**src/hdl/assert_macros.svh**
```systemverilog
// assertion helpers shared by the scanner modules
`ifndef ASSERT_MACROS_SVH
`define ASSERT_MACROS_SVH

// property must hold at every clock edge outside reset
`define ASSERT_ALWAYS(lbl, clk, rst, prop, msg) \
   lbl: assert property (@(posedge clk) disable iff (rst) (prop)) else $error(msg);

// condition must never be seen outside reset
`define ASSERT_NEVER(lbl, clk, rst, cond, msg) \
   lbl: assert property (@(posedge clk) disable iff (rst) !(cond)) else $error(msg);

`endif

```
**src/hdl/ssc_pkg.sv**
```systemverilog
`default_nettype none
package ssc_pkg;

   // paren depth counter and reported depth
   localparam int DEPTH_BITS = 16;
   localparam int PAREN_W    = 16;

   typedef logic [DEPTH_BITS-1:0] depth_type;
   typedef logic [PAREN_W-1:0]    paren_type;

   // configuration port
   localparam int CSR_ADDR_W = 3;
   localparam int CSR_DATA_W = 32;
   localparam logic [7:0] MARKER_RESET = 8'd59;

   typedef enum logic [0:0] {
      REG_COMMENT_MARKER = 1'b0
   } reg_index_type;

   // character codes
   localparam logic [7:0] CH_OPEN   = 8'h28;
   localparam logic [7:0] CH_CLOSE  = 8'h29;
   localparam logic [7:0] CH_QUOTE  = 8'h22;
   localparam logic [7:0] CH_BSLASH = 8'h5c;
   localparam logic [7:0] CH_LOW_T  = 8'h74;
   localparam logic [7:0] CH_LOW_N  = 8'h6e;
   localparam logic [7:0] CH_TAB    = 8'h09;
   localparam logic [7:0] CH_NL     = 8'h0a;
   localparam logic [7:0] CH_VT     = 8'h0b;
   localparam logic [7:0] CH_FF     = 8'h0c;
   localparam logic [7:0] CH_CR     = 8'h0d;
   localparam logic [7:0] CH_SPACE  = 8'h20;

   typedef enum logic [2:0] {
      ERR_NONE        = 3'd0,
      ERR_EXTRA_CLOSE = 3'd1,
      ERR_BAD_ESCAPE  = 3'd2,
      ERR_UNBALANCED  = 3'd3,
      ERR_OVERFLOW    = 3'd4
   } err_type;

   // one result transaction
   typedef struct packed {
      logic [7:0] out_byte;
      logic       has_char;
      paren_type  paren_depth;
      logic       expr_end;
      err_type    error_code;
      logic       last;
   } rsp_type;

   // results handed from the scan stage to the result buffer
   typedef struct packed {
      logic    valid;
      logic    two;
      rsp_type r0;
      rsp_type r1;
   } load_type;

   function automatic logic is_blank(input logic [7:0] c);
      return (c == CH_SPACE) || (c == CH_TAB) || (c == CH_NL) ||
             (c == CH_VT) || (c == CH_FF) || (c == CH_CR);
   endfunction

endpackage
`default_nettype wire

```
**src/hdl/sexpr_stream_scanner.sv**
```systemverilog
// S-expression stream scanner: takes one text byte per req transaction and returns
// the byte after escape translation with the open paren depth, an expression-end
// flag and an error code; comments and held backslashes come back as results with
// has_char low. A byte is accepted every cycle while the result buffer has room
// and its result reaches the rsp port through the input register, then the result
// register; the one exception is an escaped quote, which returns two results and
// holds the input register while the two-entry result buffer drains. The
// comment marker is set through the csr port at byte address 0 and resets to ';'.
// end_of_stream reports an unbalanced input and returns the scanner to its reset
// state. No clearing pass follows reset.
`default_nettype none
module sexpr_stream_scanner (
   input  wire logic                              clock,
   input  wire logic                              reset,
   // input transactions
   input  wire logic                              req_valid,
   output logic                                   req_ready,
   input  wire logic [7:0]                        req_in_byte,
   input  wire logic                              req_end_of_stream,
   // result transactions
   output logic                                   rsp_valid,
   input  wire logic                              rsp_ready,
   output logic      [7:0]                        rsp_out_byte,
   output logic                                   rsp_has_char,
   output logic      [ssc_pkg::PAREN_W-1:0]       rsp_paren_depth,
   output logic                                   rsp_expr_end,
   output logic      [2:0]                        rsp_error_code,
   output logic                                   rsp_last,
   // configuration
   input  wire logic                              csr_psel,
   input  wire logic                              csr_penable,
   input  wire logic                              csr_pwrite,
   input  wire logic [ssc_pkg::CSR_ADDR_W-1:0]    csr_paddr,
   input  wire logic [ssc_pkg::CSR_DATA_W-1:0]    csr_pwdata,
   output logic      [ssc_pkg::CSR_DATA_W-1:0]    csr_prdata,
   output logic                                   csr_pready
);

   logic              [7:0] marker;
   logic                    buf_free;
   ssc_pkg::load_type       load;
   ssc_pkg::rsp_type        rsp;

   // configuration register
   ssc_csr u_csr (
      .clock   (clock),
      .reset   (reset),
      .psel    (csr_psel),
      .penable (csr_penable),
      .pwrite  (csr_pwrite),
      .paddr   (csr_paddr),
      .pwdata  (csr_pwdata),
      .prdata  (csr_prdata),
      .pready  (csr_pready),
      .marker  (marker)
   );

   // scan stage
   ssc_core u_core (
      .clock             (clock),
      .reset             (reset),
      .req_valid         (req_valid),
      .req_ready         (req_ready),
      .req_in_byte       (req_in_byte),
      .req_end_of_stream (req_end_of_stream),
      .marker            (marker),
      .buf_free          (buf_free),
      .load              (load)
   );

   // result buffer
   ssc_rsp_buf u_rsp_buf (
      .clock     (clock),
      .reset     (reset),
      .load      (load),
      .buf_free  (buf_free),
      .rsp_valid (rsp_valid),
      .rsp_ready (rsp_ready),
      .rsp       (rsp)
   );

   assign rsp_out_byte    = rsp.out_byte;
   assign rsp_has_char    = rsp.has_char;
   assign rsp_paren_depth = rsp.paren_depth;
   assign rsp_expr_end    = rsp.expr_end;
   assign rsp_error_code  = rsp.error_code;
   assign rsp_last        = rsp.last;

endmodule
`default_nettype wire

```
**src/hdl/ssc_csr.sv**
```systemverilog
`default_nettype none
module ssc_csr (
   input  wire logic                               clock,
   input  wire logic                               reset,
   input  wire logic                               psel,
   input  wire logic                               penable,
   input  wire logic                               pwrite,
   input  wire logic [ssc_pkg::CSR_ADDR_W-1:0]     paddr,
   input  wire logic [ssc_pkg::CSR_DATA_W-1:0]     pwdata,
   output logic      [ssc_pkg::CSR_DATA_W-1:0]     prdata,
   output logic                                    pready,
   output logic      [7:0]                         marker
);

   logic [7:0] marker_ff;
   logic [7:0] marker_in;
   logic       hit;

   // register index sits above the byte offset
   assign hit = (paddr[ssc_pkg::CSR_ADDR_W-1] == ssc_pkg::REG_COMMENT_MARKER);

   always_comb begin
      marker_in = marker_ff;
      if (psel && penable && pwrite && hit) begin
         marker_in = pwdata[7:0];
      end
   end

   always_ff @(posedge clock) begin
      if (reset) begin
         marker_ff <= ssc_pkg::MARKER_RESET;
      end else begin
         marker_ff <= marker_in;
      end
   end

   // read back
   assign prdata = hit ? {{(ssc_pkg::CSR_DATA_W-8){1'b0}}, marker_ff} : '0;
   assign pready = 1'b1;
   assign marker = marker_ff;

endmodule
`default_nettype wire

```
**src/hdl/ssc_core.sv**
```systemverilog
`default_nettype none
`include "assert_macros.svh"
module ssc_core (
   input  wire logic              clock,
   input  wire logic              reset,
   input  wire logic              req_valid,
   output logic                   req_ready,
   input  wire logic [7:0]        req_in_byte,
   input  wire logic              req_end_of_stream,
   input  wire logic [7:0]        marker,
   input  wire logic              buf_free,
   output ssc_pkg::load_type      load
);

   typedef enum logic [1:0] {
      MODE_NORMAL  = 2'd0,
      MODE_COMMENT = 2'd1,
      MODE_QUOTED  = 2'd2,
      MODE_ESCAPE  = 2'd3
   } mode_type;

   logic               in_valid_ff, in_valid_in;
   logic [7:0]         in_byte_ff, in_byte_in;
   logic               in_eos_ff, in_eos_in;
   mode_type           mode_ff, mode_in;
   ssc_pkg::depth_type depth_ff, depth_in;
   logic               nonblank_ff, nonblank_in;
   logic               halted_ff, halted_in;

   logic               advance;
   logic               pass;
   logic               two;
   logic [7:0]         pass_byte;
   ssc_pkg::err_type   err;
   logic               seen;
   logic               eend;
   ssc_pkg::paren_type rep_depth;

   // input register frees when its transaction moves on to the result buffer
   assign advance   = in_valid_ff && buf_free;
   assign req_ready = !in_valid_ff || buf_free;

   // mode and depth update for the held byte
   always_comb begin
      mode_in   = mode_ff;
      depth_in  = depth_ff;
      halted_in = halted_ff;
      pass      = 1'b0;
      two       = 1'b0;
      pass_byte = in_byte_ff;
      err       = ssc_pkg::ERR_NONE;
      if (in_eos_ff) begin
         if (!halted_ff && ((depth_ff != '0) || (mode_ff == MODE_QUOTED) ||
                            (mode_ff == MODE_ESCAPE))) begin
            err = ssc_pkg::ERR_UNBALANCED;
         end
         mode_in   = MODE_NORMAL;
         depth_in  = '0;
         halted_in = 1'b0;
      end else if (!halted_ff) begin
         unique case (mode_ff)
            MODE_NORMAL: begin
               if (in_byte_ff == ssc_pkg::CH_OPEN) begin
                  if (depth_ff == '1) begin
                     halted_in = 1'b1;
                     err       = ssc_pkg::ERR_OVERFLOW;
                  end else begin
                     depth_in = depth_ff + ssc_pkg::depth_type'(1);
                     pass     = 1'b1;
                  end
               end else if (in_byte_ff == ssc_pkg::CH_CLOSE) begin
                  if (depth_ff == '0) begin
                     halted_in = 1'b1;
                     err       = ssc_pkg::ERR_EXTRA_CLOSE;
                  end else begin
                     depth_in = depth_ff - ssc_pkg::depth_type'(1);
                     pass     = 1'b1;
                  end
               end else if (in_byte_ff == ssc_pkg::CH_QUOTE) begin
                  mode_in = MODE_QUOTED;
                  pass    = 1'b1;
               end else if (in_byte_ff == marker) begin
                  mode_in = MODE_COMMENT;
               end else begin
                  pass = 1'b1;
               end
            end
            MODE_COMMENT: begin
               if (in_byte_ff == ssc_pkg::CH_NL) begin
                  mode_in = MODE_NORMAL;
               end
            end
            MODE_QUOTED: begin
               if (in_byte_ff == ssc_pkg::CH_QUOTE) begin
                  mode_in = MODE_NORMAL;
                  pass    = 1'b1;
               end else if (in_byte_ff == ssc_pkg::CH_BSLASH) begin
                  mode_in = MODE_ESCAPE;
               end else begin
                  pass = 1'b1;
               end
            end
            MODE_ESCAPE: begin
               if (in_byte_ff == ssc_pkg::CH_QUOTE) begin
                  mode_in = MODE_QUOTED;
                  two     = 1'b1;
               end else if (in_byte_ff == ssc_pkg::CH_LOW_T) begin
                  mode_in   = MODE_QUOTED;
                  pass_byte = ssc_pkg::CH_TAB;
                  pass      = 1'b1;
               end else if (in_byte_ff == ssc_pkg::CH_LOW_N) begin
                  mode_in   = MODE_QUOTED;
                  pass_byte = ssc_pkg::CH_NL;
                  pass      = 1'b1;
               end else if ((in_byte_ff == marker) ||
                            (in_byte_ff == ssc_pkg::CH_BSLASH)) begin
                  mode_in = MODE_QUOTED;
                  pass    = 1'b1;
               end else begin
                  halted_in = 1'b1;
                  err       = ssc_pkg::ERR_BAD_ESCAPE;
               end
            end
            default: begin
               mode_in = MODE_NORMAL;
            end
         endcase
      end
   end

   // expression end and non-blank tracking
   always_comb begin
      seen        = nonblank_ff || !ssc_pkg::is_blank(pass_byte);
      eend        = pass && (depth_in == '0) && (mode_in == MODE_NORMAL) && seen;
      nonblank_in = nonblank_ff;
      if (in_eos_ff) begin
         nonblank_in = 1'b0;
      end else if (two) begin
         nonblank_in = 1'b1;
      end else if (pass) begin
         nonblank_in = seen && !eend;
      end
   end

   // end of stream reports the depth before the restart
   assign rep_depth = in_eos_ff ? ssc_pkg::paren_type'(depth_ff)
                                : ssc_pkg::paren_type'(depth_in);

   // results; an escaped quote gives the backslash and then the quote
   always_comb begin
      load.valid          = advance;
      load.two            = two;
      load.r0.out_byte    = two ? ssc_pkg::CH_BSLASH : (pass ? pass_byte : 8'h00);
      load.r0.has_char    = pass || two;
      load.r0.paren_depth = rep_depth;
      load.r0.expr_end    = eend;
      load.r0.error_code  = err;
      load.r0.last        = !two;
      load.r1.out_byte    = ssc_pkg::CH_QUOTE;
      load.r1.has_char    = 1'b1;
      load.r1.paren_depth = rep_depth;
      load.r1.expr_end    = 1'b0;
      load.r1.error_code  = ssc_pkg::ERR_NONE;
      load.r1.last        = 1'b1;
   end

   // input register next values
   always_comb begin
      in_valid_in = in_valid_ff;
      in_byte_in  = in_byte_ff;
      in_eos_in   = in_eos_ff;
      if (req_ready) begin
         in_valid_in = req_valid;
         if (req_valid) begin
            in_byte_in = req_in_byte;
            in_eos_in  = req_end_of_stream;
         end
      end
   end

   always_ff @(posedge clock) begin
      if (reset) begin
         in_valid_ff <= 1'b0;
         mode_ff     <= MODE_NORMAL;
         depth_ff    <= '0;
         nonblank_ff <= 1'b0;
         halted_ff   <= 1'b0;
      end else begin
         in_valid_ff <= in_valid_in;
         if (advance) begin
            mode_ff     <= mode_in;
            depth_ff    <= depth_in;
            nonblank_ff <= nonblank_in;
            halted_ff   <= halted_in;
         end
      end
      in_byte_ff <= in_byte_in;
      in_eos_ff  <= in_eos_in;
   end

   // checks
   `ASSERT_ALWAYS(a_err_drops, clock, reset, (load.valid && (load.r0.error_code != ssc_pkg::ERR_NONE)) |-> (!load.r0.has_char && !load.r0.expr_end && load.r0.last), "error result carries a character")
   `ASSERT_ALWAYS(a_pair_order, clock, reset, (load.valid && load.two) |-> (!load.r0.last && load.r0.has_char && !load.r0.expr_end), "escaped quote pair malformed")
   `ASSERT_ALWAYS(a_halt_sticky, clock, reset, halted_ff |=> (halted_ff || $past(advance && in_eos_ff)), "halt cleared without end of stream")

endmodule
`default_nettype wire

```
**src/hdl/ssc_rsp_buf.sv**
```systemverilog
`default_nettype none
`include "assert_macros.svh"
module ssc_rsp_buf (
   input  wire logic              clock,
   input  wire logic              reset,
   input  wire ssc_pkg::load_type load,
   output logic                   buf_free,
   output logic                   rsp_valid,
   input  wire logic              rsp_ready,
   output ssc_pkg::rsp_type       rsp
);

   ssc_pkg::rsp_type slot0_ff, slot0_in;
   ssc_pkg::rsp_type slot1_ff, slot1_in;
   logic [1:0]       cnt_ff, cnt_in;
   logic             pop;

   assign pop      = (cnt_ff != 2'd0) && rsp_ready;
   assign buf_free = (cnt_ff == 2'd0) || ((cnt_ff == 2'd1) && rsp_ready);

   // load a fresh pair or shift the second slot forward
   always_comb begin
      slot0_in = slot0_ff;
      slot1_in = slot1_ff;
      cnt_in   = cnt_ff;
      if (load.valid) begin
         slot0_in = load.r0;
         slot1_in = load.r1;
         cnt_in   = load.two ? 2'd2 : 2'd1;
      end else if (pop) begin
         slot0_in = slot1_ff;
         cnt_in   = cnt_ff - 2'd1;
      end
   end

   always_ff @(posedge clock) begin
      if (reset) begin
         cnt_ff <= 2'd0;
      end else begin
         cnt_ff <= cnt_in;
      end
      slot0_ff <= slot0_in;
      slot1_ff <= slot1_in;
   end

   assign rsp_valid = (cnt_ff != 2'd0);
   assign rsp       = slot0_ff;

   // checks
   `ASSERT_NEVER(a_cnt_range, clock, reset, cnt_ff == 2'd3, "result count out of range")
   `ASSERT_ALWAYS(a_last_pending, clock, reset, (rsp_valid && !slot0_ff.last) |-> (cnt_ff == 2'd2), "non-final result without a follower")
   `ASSERT_ALWAYS(a_pair_drain, clock, reset, ((cnt_ff == 2'd2) && rsp_ready) |=> ((cnt_ff == 2'd1) && slot0_ff.last), "second result lost")

endmodule
`default_nettype wire

```
**config.mk**
```make
export PLATFORM = sky130hd
export DESIGN_NAME = sexpr_stream_scanner
export DESIGN_NICKNAME = d
export VERILOG_FILES = /design/src/hdl/ssc_pkg.sv /design/src/hdl/sexpr_stream_scanner.sv /design/src/hdl/ssc_csr.sv /design/src/hdl/ssc_core.sv /design/src/hdl/ssc_rsp_buf.sv
export VERILOG_INCLUDE_DIRS = /design/src /design/src/hdl
export SDC_FILE = /design/constraint.sdc
export NUM_CORES = 1
export LEC_CHECK = 0
export ABC_AREA = 1
export BUFFER_PORTS_ARGS = -buffer_cell sky130_fd_sc_hd__buf_4
export CELL_PAD_IN_SITES_DETAIL_PLACEMENT = 1
export CELL_PAD_IN_SITES_GLOBAL_PLACEMENT = 2
export CORE_MARGIN = 4
export CORE_UTILIZATION = 29
export CTS_CLUSTER_DIAMETER = 40
export DETAILED_ROUTE_END_ITERATION = 10
export PLACE_DENSITY = 0.86
export SYNTH_ARGS = -nofsm -noshare
export SYNTH_HDL_FRONTEND = slang
export SYNTH_HIERARCHICAL = 1
export SYNTH_SLANG_ARGS = --single-unit
```
**constraint.sdc**
```tcl
create_clock -name clock -period 2.6 [get_ports clock]
set_input_delay 0.52 -clock clock [delete_from_list [all_inputs] [get_ports clock]]
set_output_delay 0.52 -clock clock [all_outputs]
set_load 0.02 [all_outputs]
```
Word-level counts from Yosys, hierarchy flattened:

Index checks and enable logic that the tools add are counted.

* register bits after elaboration: 86
* output and inout bits: 65
* logic and storage cells: 159

* add/sub/neg operators: 3
* equality and inequality tests: 19
* mux-type cells: 81
* bitwise gates (word level): 1
* reductions and logical operators: 39

Operator list (count)
* $mux 16: 8
* $mux 8: 9
* $mux 30: 2
* $eq 8x4->1 const B: 6
* $mux 2: 18
* $eq 8x6->1 const B: 4
* $logic_not 16->1: 2
* $mux 1: 32
* $eq 8x7->1 const B: 3
* $mux 3: 8
* $add 16x1->16 const B: 1
* $eq 16x16->1 const B: 1
* $reduce_bool 16->1: 1
* $sub 16x1->16 const B: 1
* $logic_or 1x1->1: 12
* $logic_and 1x1->1: 11
* $eq 8x8->1: 1
* $pmux 2 s4: 1
* $logic_not 2->1: 3
* $pmux 3 s2: 1
* $logic_not 1->1: 5
* $eq 2x1->1 const B: 2
* $eq 2x2->1 const B: 2
* $reduce_and 2->1: 2
* other kinds (6): 7

Longest topological paths before layout:

* word-level depth: 21
* depth in mapped cells: 22
* depth with buffers taken out: 21

Modules after synthesis:

The synthesis kept the hierarchy.

Modules (own cells, without submodules)
* ssc_core: instances 1, cells each 605, area each 3532.1 um2
* ssc_rsp_buf: instances 1, cells each 182, area each 2396.0 um2
* ssc_csr: instances 1, cells each 91, area each 641.9 um2

Least setup slack after synthesis:

OpenSTA, ideal clock, no wires.

* kind: reg2reg
* start: reg u_rsp_buf.cnt_ff[0]
* end: reg u_rsp_buf.slot0_ff (netlist bit u_rsp_buf/rsp[0]), enable pin
* library setup time: 374 ps
* data arrival time: 2355 ps
* slack: -129 ps
* stages on the path, launching flop included: 13
* period minus slack after synthesis: 2729 ps
* cells stage by stage: dfxtp_1 > inv_1 > ha_1 > inv_1 > nand2_1 > nand2_1 > inv_1 > clkbuf_1 > clkbuf_1 > buf_4 > buf_6 > inv_8 > nand2_2

* elaborated cells between the ends (all ways): 8

RTL lines
* start, declared: RTL line ssc_rsp_buf.sv:15 `logic [1:0] cnt_ff, cnt_in;`
* start signal, assigned: RTL line ssc_rsp_buf.sv:40 `cnt_ff <= cnt_in;`
* $reduce_bool 2->1
* named net rsp_valid: RTL line sexpr_stream_scanner.sv:21 `output logic rsp_valid,`
* $logic_and 1x1->1: RTL line ssc_rsp_buf.sv:18 `assign pop = (cnt_ff != 2'd0) && rsp_ready;`
* $reduce_bool 2->1 (no line)
* end signal, assigned: RTL line ssc_rsp_buf.sv:42 `slot0_ff <= slot0_in;`
* end, declared: RTL line ssc_rsp_buf.sv:13 `ssc_pkg::rsp_type slot0_ff, slot0_in;`

The timed path passes the listed nets, and every way through them passes these cells.
A chain may end at the register's enable or synchronous reset.

==> flow_summary.toml <==
[status]
status = "completed"

[power_and_ir_drop]
power_leakage_uw = 0.003855
power_density_mw_per_mm2 = 702.0
total_power_uw = 5772
ir_drop_v = 0.0002830

[worst_setup_path]
critPathArrivalTime_ns = 2.63
worst-setup-path-type = "reg -> reg"
worstPathMaxFanout = 4
endpoint_kind = "flop"
slowest_stage = "dfxtp_2"
critPathLaunchType = "flop"
critical_path.cell_chain = "buf_4 > nand3_1 > nor2_1 > nand2_1 > nor2_1 > nand3_1 > xor2_1 > nand2_1 > nand3_1 > nand2_1 > nand2_1 > o21ai_0 > nand2_1 > nand2_1"
cpPeakStageDelay_ns = 0.37
critPathTopFamily = "simple AND/OR/NAND/NOR gates"
r2r_cells = 14
worstReg2RegEnd = "u_rsp_buf/rsp[18]$_DFFE_PP_"
reg2reg_slack_ns = 0.08
path_common_cell = "nand2_1"
required_ns = 2.71
crit_buf_inv = 1
r2r-start = "u_core/depth_ff[1]$_SDFFE_PP0P_"

[synthesis]
ys_seq_area_share_pct = 40.98
async_flop_share_pct = 0
syn_inst = 878
synth_warnings = 6
synth-seq-cells = 100
syn_area_mm2 = 0.006570
synth_top_area_cell = "edfxtp_1"
ys.flop_type = "edfxtp_1"
synthTopCellsByCount = "272 x nand2_1, 89 x inv_1, 79 x nor2_1"
syn_avg_cell_area_um2 = 7.483
synth_edf_count = 69
synth_top_area_share_pct = 31.54
yosys.cell_count.top_type = "nand2_1"
yosys-top-cells-area = "edfxtp_1 32%, nand2_1 16%, dfxtp_1 9.4%"
synth.distinct_cells = 42

[die]
core_area_mm2 = 0.02203
ios = 116
start_util_pct = 29.83
die_h_um = 158.5
dieArea_mm2 = 0.02513
die_x_um = 158.5
std_cell_rows = 54

[global_route]
grt_usage_pct = 15.18
grt_max_degree = 62
gr-total-overflow = 0
grt_pass1_wl_mm = 29.95
antenna_found_initial = 0
grt_pass1_vias = 5921

[layout]
final_util_pct = 37.33
num-fill-cells = 2721
nets = 1063
drive_gt1_share_pct = 29.00
final_area_mm2 = 0.008223
antenna_cells = 0
regArea_mm2 = 0.002699
area.growth.synth_to_final_pct = 25.16
multiInputGateArea_mm2 = 0.003226

[routing]
drc = 0
routedWlPerCell_um = 14.85
vias = 5863
postRouteWirelength_mm = 19.11
via_per_inst = 4.556
drtIter0Drc = 175
ant_nets = 0
first_pass_iters = 4

[cts]
root_buffer = "clkbuf_16"
cts_hold_buf = 0
cts-htree-levels = 3
cts_buffer_depth = 2
clkSinkCount = 100
cts_made_buffers = 9
path_clk_slew_ns = 0.08
cts_tree = "done"
clk-insertion-delay-late_ns = 0.36

[sta]
finalCritPeriodShare_pct = 96.95
skew_ns = 0.01222
maxSlewViolCount = 0
setup_viol = 0
worst_slew_pin_slew_ns = 0.6970
period_minus_slack_ns = 2.521
timing.hold.ws_ns = 0.3358
maxSlewHeadroom_pct = 53.48
rsz0062_at_grt = "true"
final_hold_viol_count = 0
fmax_mhz = 396.7

[worst_hold_path]
min_path_cells = 1
min-delay-start = "req_end_of_stream"
min_path_type = "in -> reg"
hold_path_end = "u_core/in_eos_ff$_DFFE_PP_"

[placed_design]
port-buffer-count = 64
dpl.hpwl_mm = 14.75
finalWeightedCongestion = 0.9003
dpl_cell_area_mm2 = 0.007536

[job]
maxCapViolCount = 0
placed cells by master (no fill, tap or decap), drive strengths merged, types with 2 or more instances in the layout:
cell type,n
buf,157
o21ai,60
edfxtp,69
nor3,5
bufinv,2
a21oi,36
nand3,70
nor2,99
clkbuf,9
inv,98
o211ai,2
nand2,295
nand4,11
xnor2,2
dfxtp,31
conb,39
clkinv,3
ha,10
layout make-up:
cell class | count | area share [%]
multi-input combinational | 637 | 39.23
clock inverter | 7 | 1.202
sequential | 100 | 32.82
clock buffer | 9 | 2.739
inverter | 97 | 4.641
tap | 280 | 4.260
timing repair buffer | 157 | 15.11
cell families after synthesis:
logic type                 after synthesis  share of synthesized area [%]
buffers and inverters                  176                          14.70
DFF                                    100                          40.98
AOI/OAI and AO/OA                      101                          8.646
adders and majority gates               10                          1.904
and+or+nand+nor                        484                          33.14
xor gates and xnor gates                 3                         0.4000
other                                    4                         0.2285
state kept, by name, summed over array words and instances, names as in the netlist:
| signal | cells |
|---|---|
| u_csr/marker | 8 |
| u_core/nonblank_ff | 1 |
| u_core/in_eos_ff | 1 |
| u_core/in_byte_ff | 8 |
| u_rsp_buf/slot1_ff | 30 |
| u_core/mode_ff | 2 |
| u_core/halted_ff | 1 |
| u_core/depth_ff | 16 |
| u_rsp_buf/rsp | 30 |
| u_rsp_buf/cnt_ff | 2 |
| u_core/in_valid_ff | 1 |
worst max-delay path by stage:
stage	startpoint	to	slack [ns]	cells after the start
after floorplan	u_rsp_buf/cnt_ff[0]$_SDFFE_PP0P_	u_rsp_buf/rsp[0]$_DFFE_PP_	0.06	12
after global placement	u_core/depth_ff[0]$_SDFFE_PP0P_	u_rsp_buf/rsp[4]$_DFFE_PP_	0.01	17
after detailed placement	u_core/depth_ff[1]$_SDFFE_PP0P_	u_core/nonblank_ff$_SDFFE_PP0P_	-0.01	19
after CTS	u_core/in_byte_ff[6]$_DFFE_PP_	u_core/nonblank_ff$_SDFFE_PP0P_	0.005	18
after global routing	u_core/in_byte_ff[4]$_DFFE_PP_	u_rsp_buf/rsp[4]$_DFFE_PP_	-0.12	18
final	u_core/depth_ff[1]$_SDFFE_PP0P_	u_rsp_buf/rsp[18]$_DFFE_PP_	0.08	14
worst register-to-register path: cells and delay by family, from the launching register on:
kind	cells	cell delay, ns
AO/OA/AOI/OAI	1	0.22
buffers and inverters	1	0.13
AND/OR/NAND/NOR	11	1.41
flip-flops	1	0.37
XOR/XNOR	1	0.15
what timing repair did:
action	4_1_cts	5_1_grt
resized for setup	1	72
setup endpoints to repair	2	12
buffers inserted	0	20
pin swaps	0	34
layer usage:
layer,track usage (%),up-vias,wire (um)
li1,-,2974,-
met4,4.752,0,352
met1,20.70,2783,9104
met5,0,-,0
met2,24.96,85,9121
met3,2.175,21,531
power breakdown:
part	leakage (uW)	switching, uW	internal (uW)
Sequential	0.000915	132	2030
Combinational	0.00278	1310	772
Clock	0.000157	669	854
Total	0.00386	2110	3660
stage by stage:
stage | TNS [ns] | worst slack [ns] | cells
2_1_floorplan | 0 | 0.05651 | 913
3_3_place_gp | 0 | 0.01486 | 1251
3_5_place_dp | -0.01317 | -0.01066 | 1251
4_1_cts | 0 | 0.005468 | 1267
5_1_grt | -0.2922 | -0.1215 | 1287
6_report | 0 | 0.07932 | 1287
Note: power is estimated with default switching activity, not from simulation.
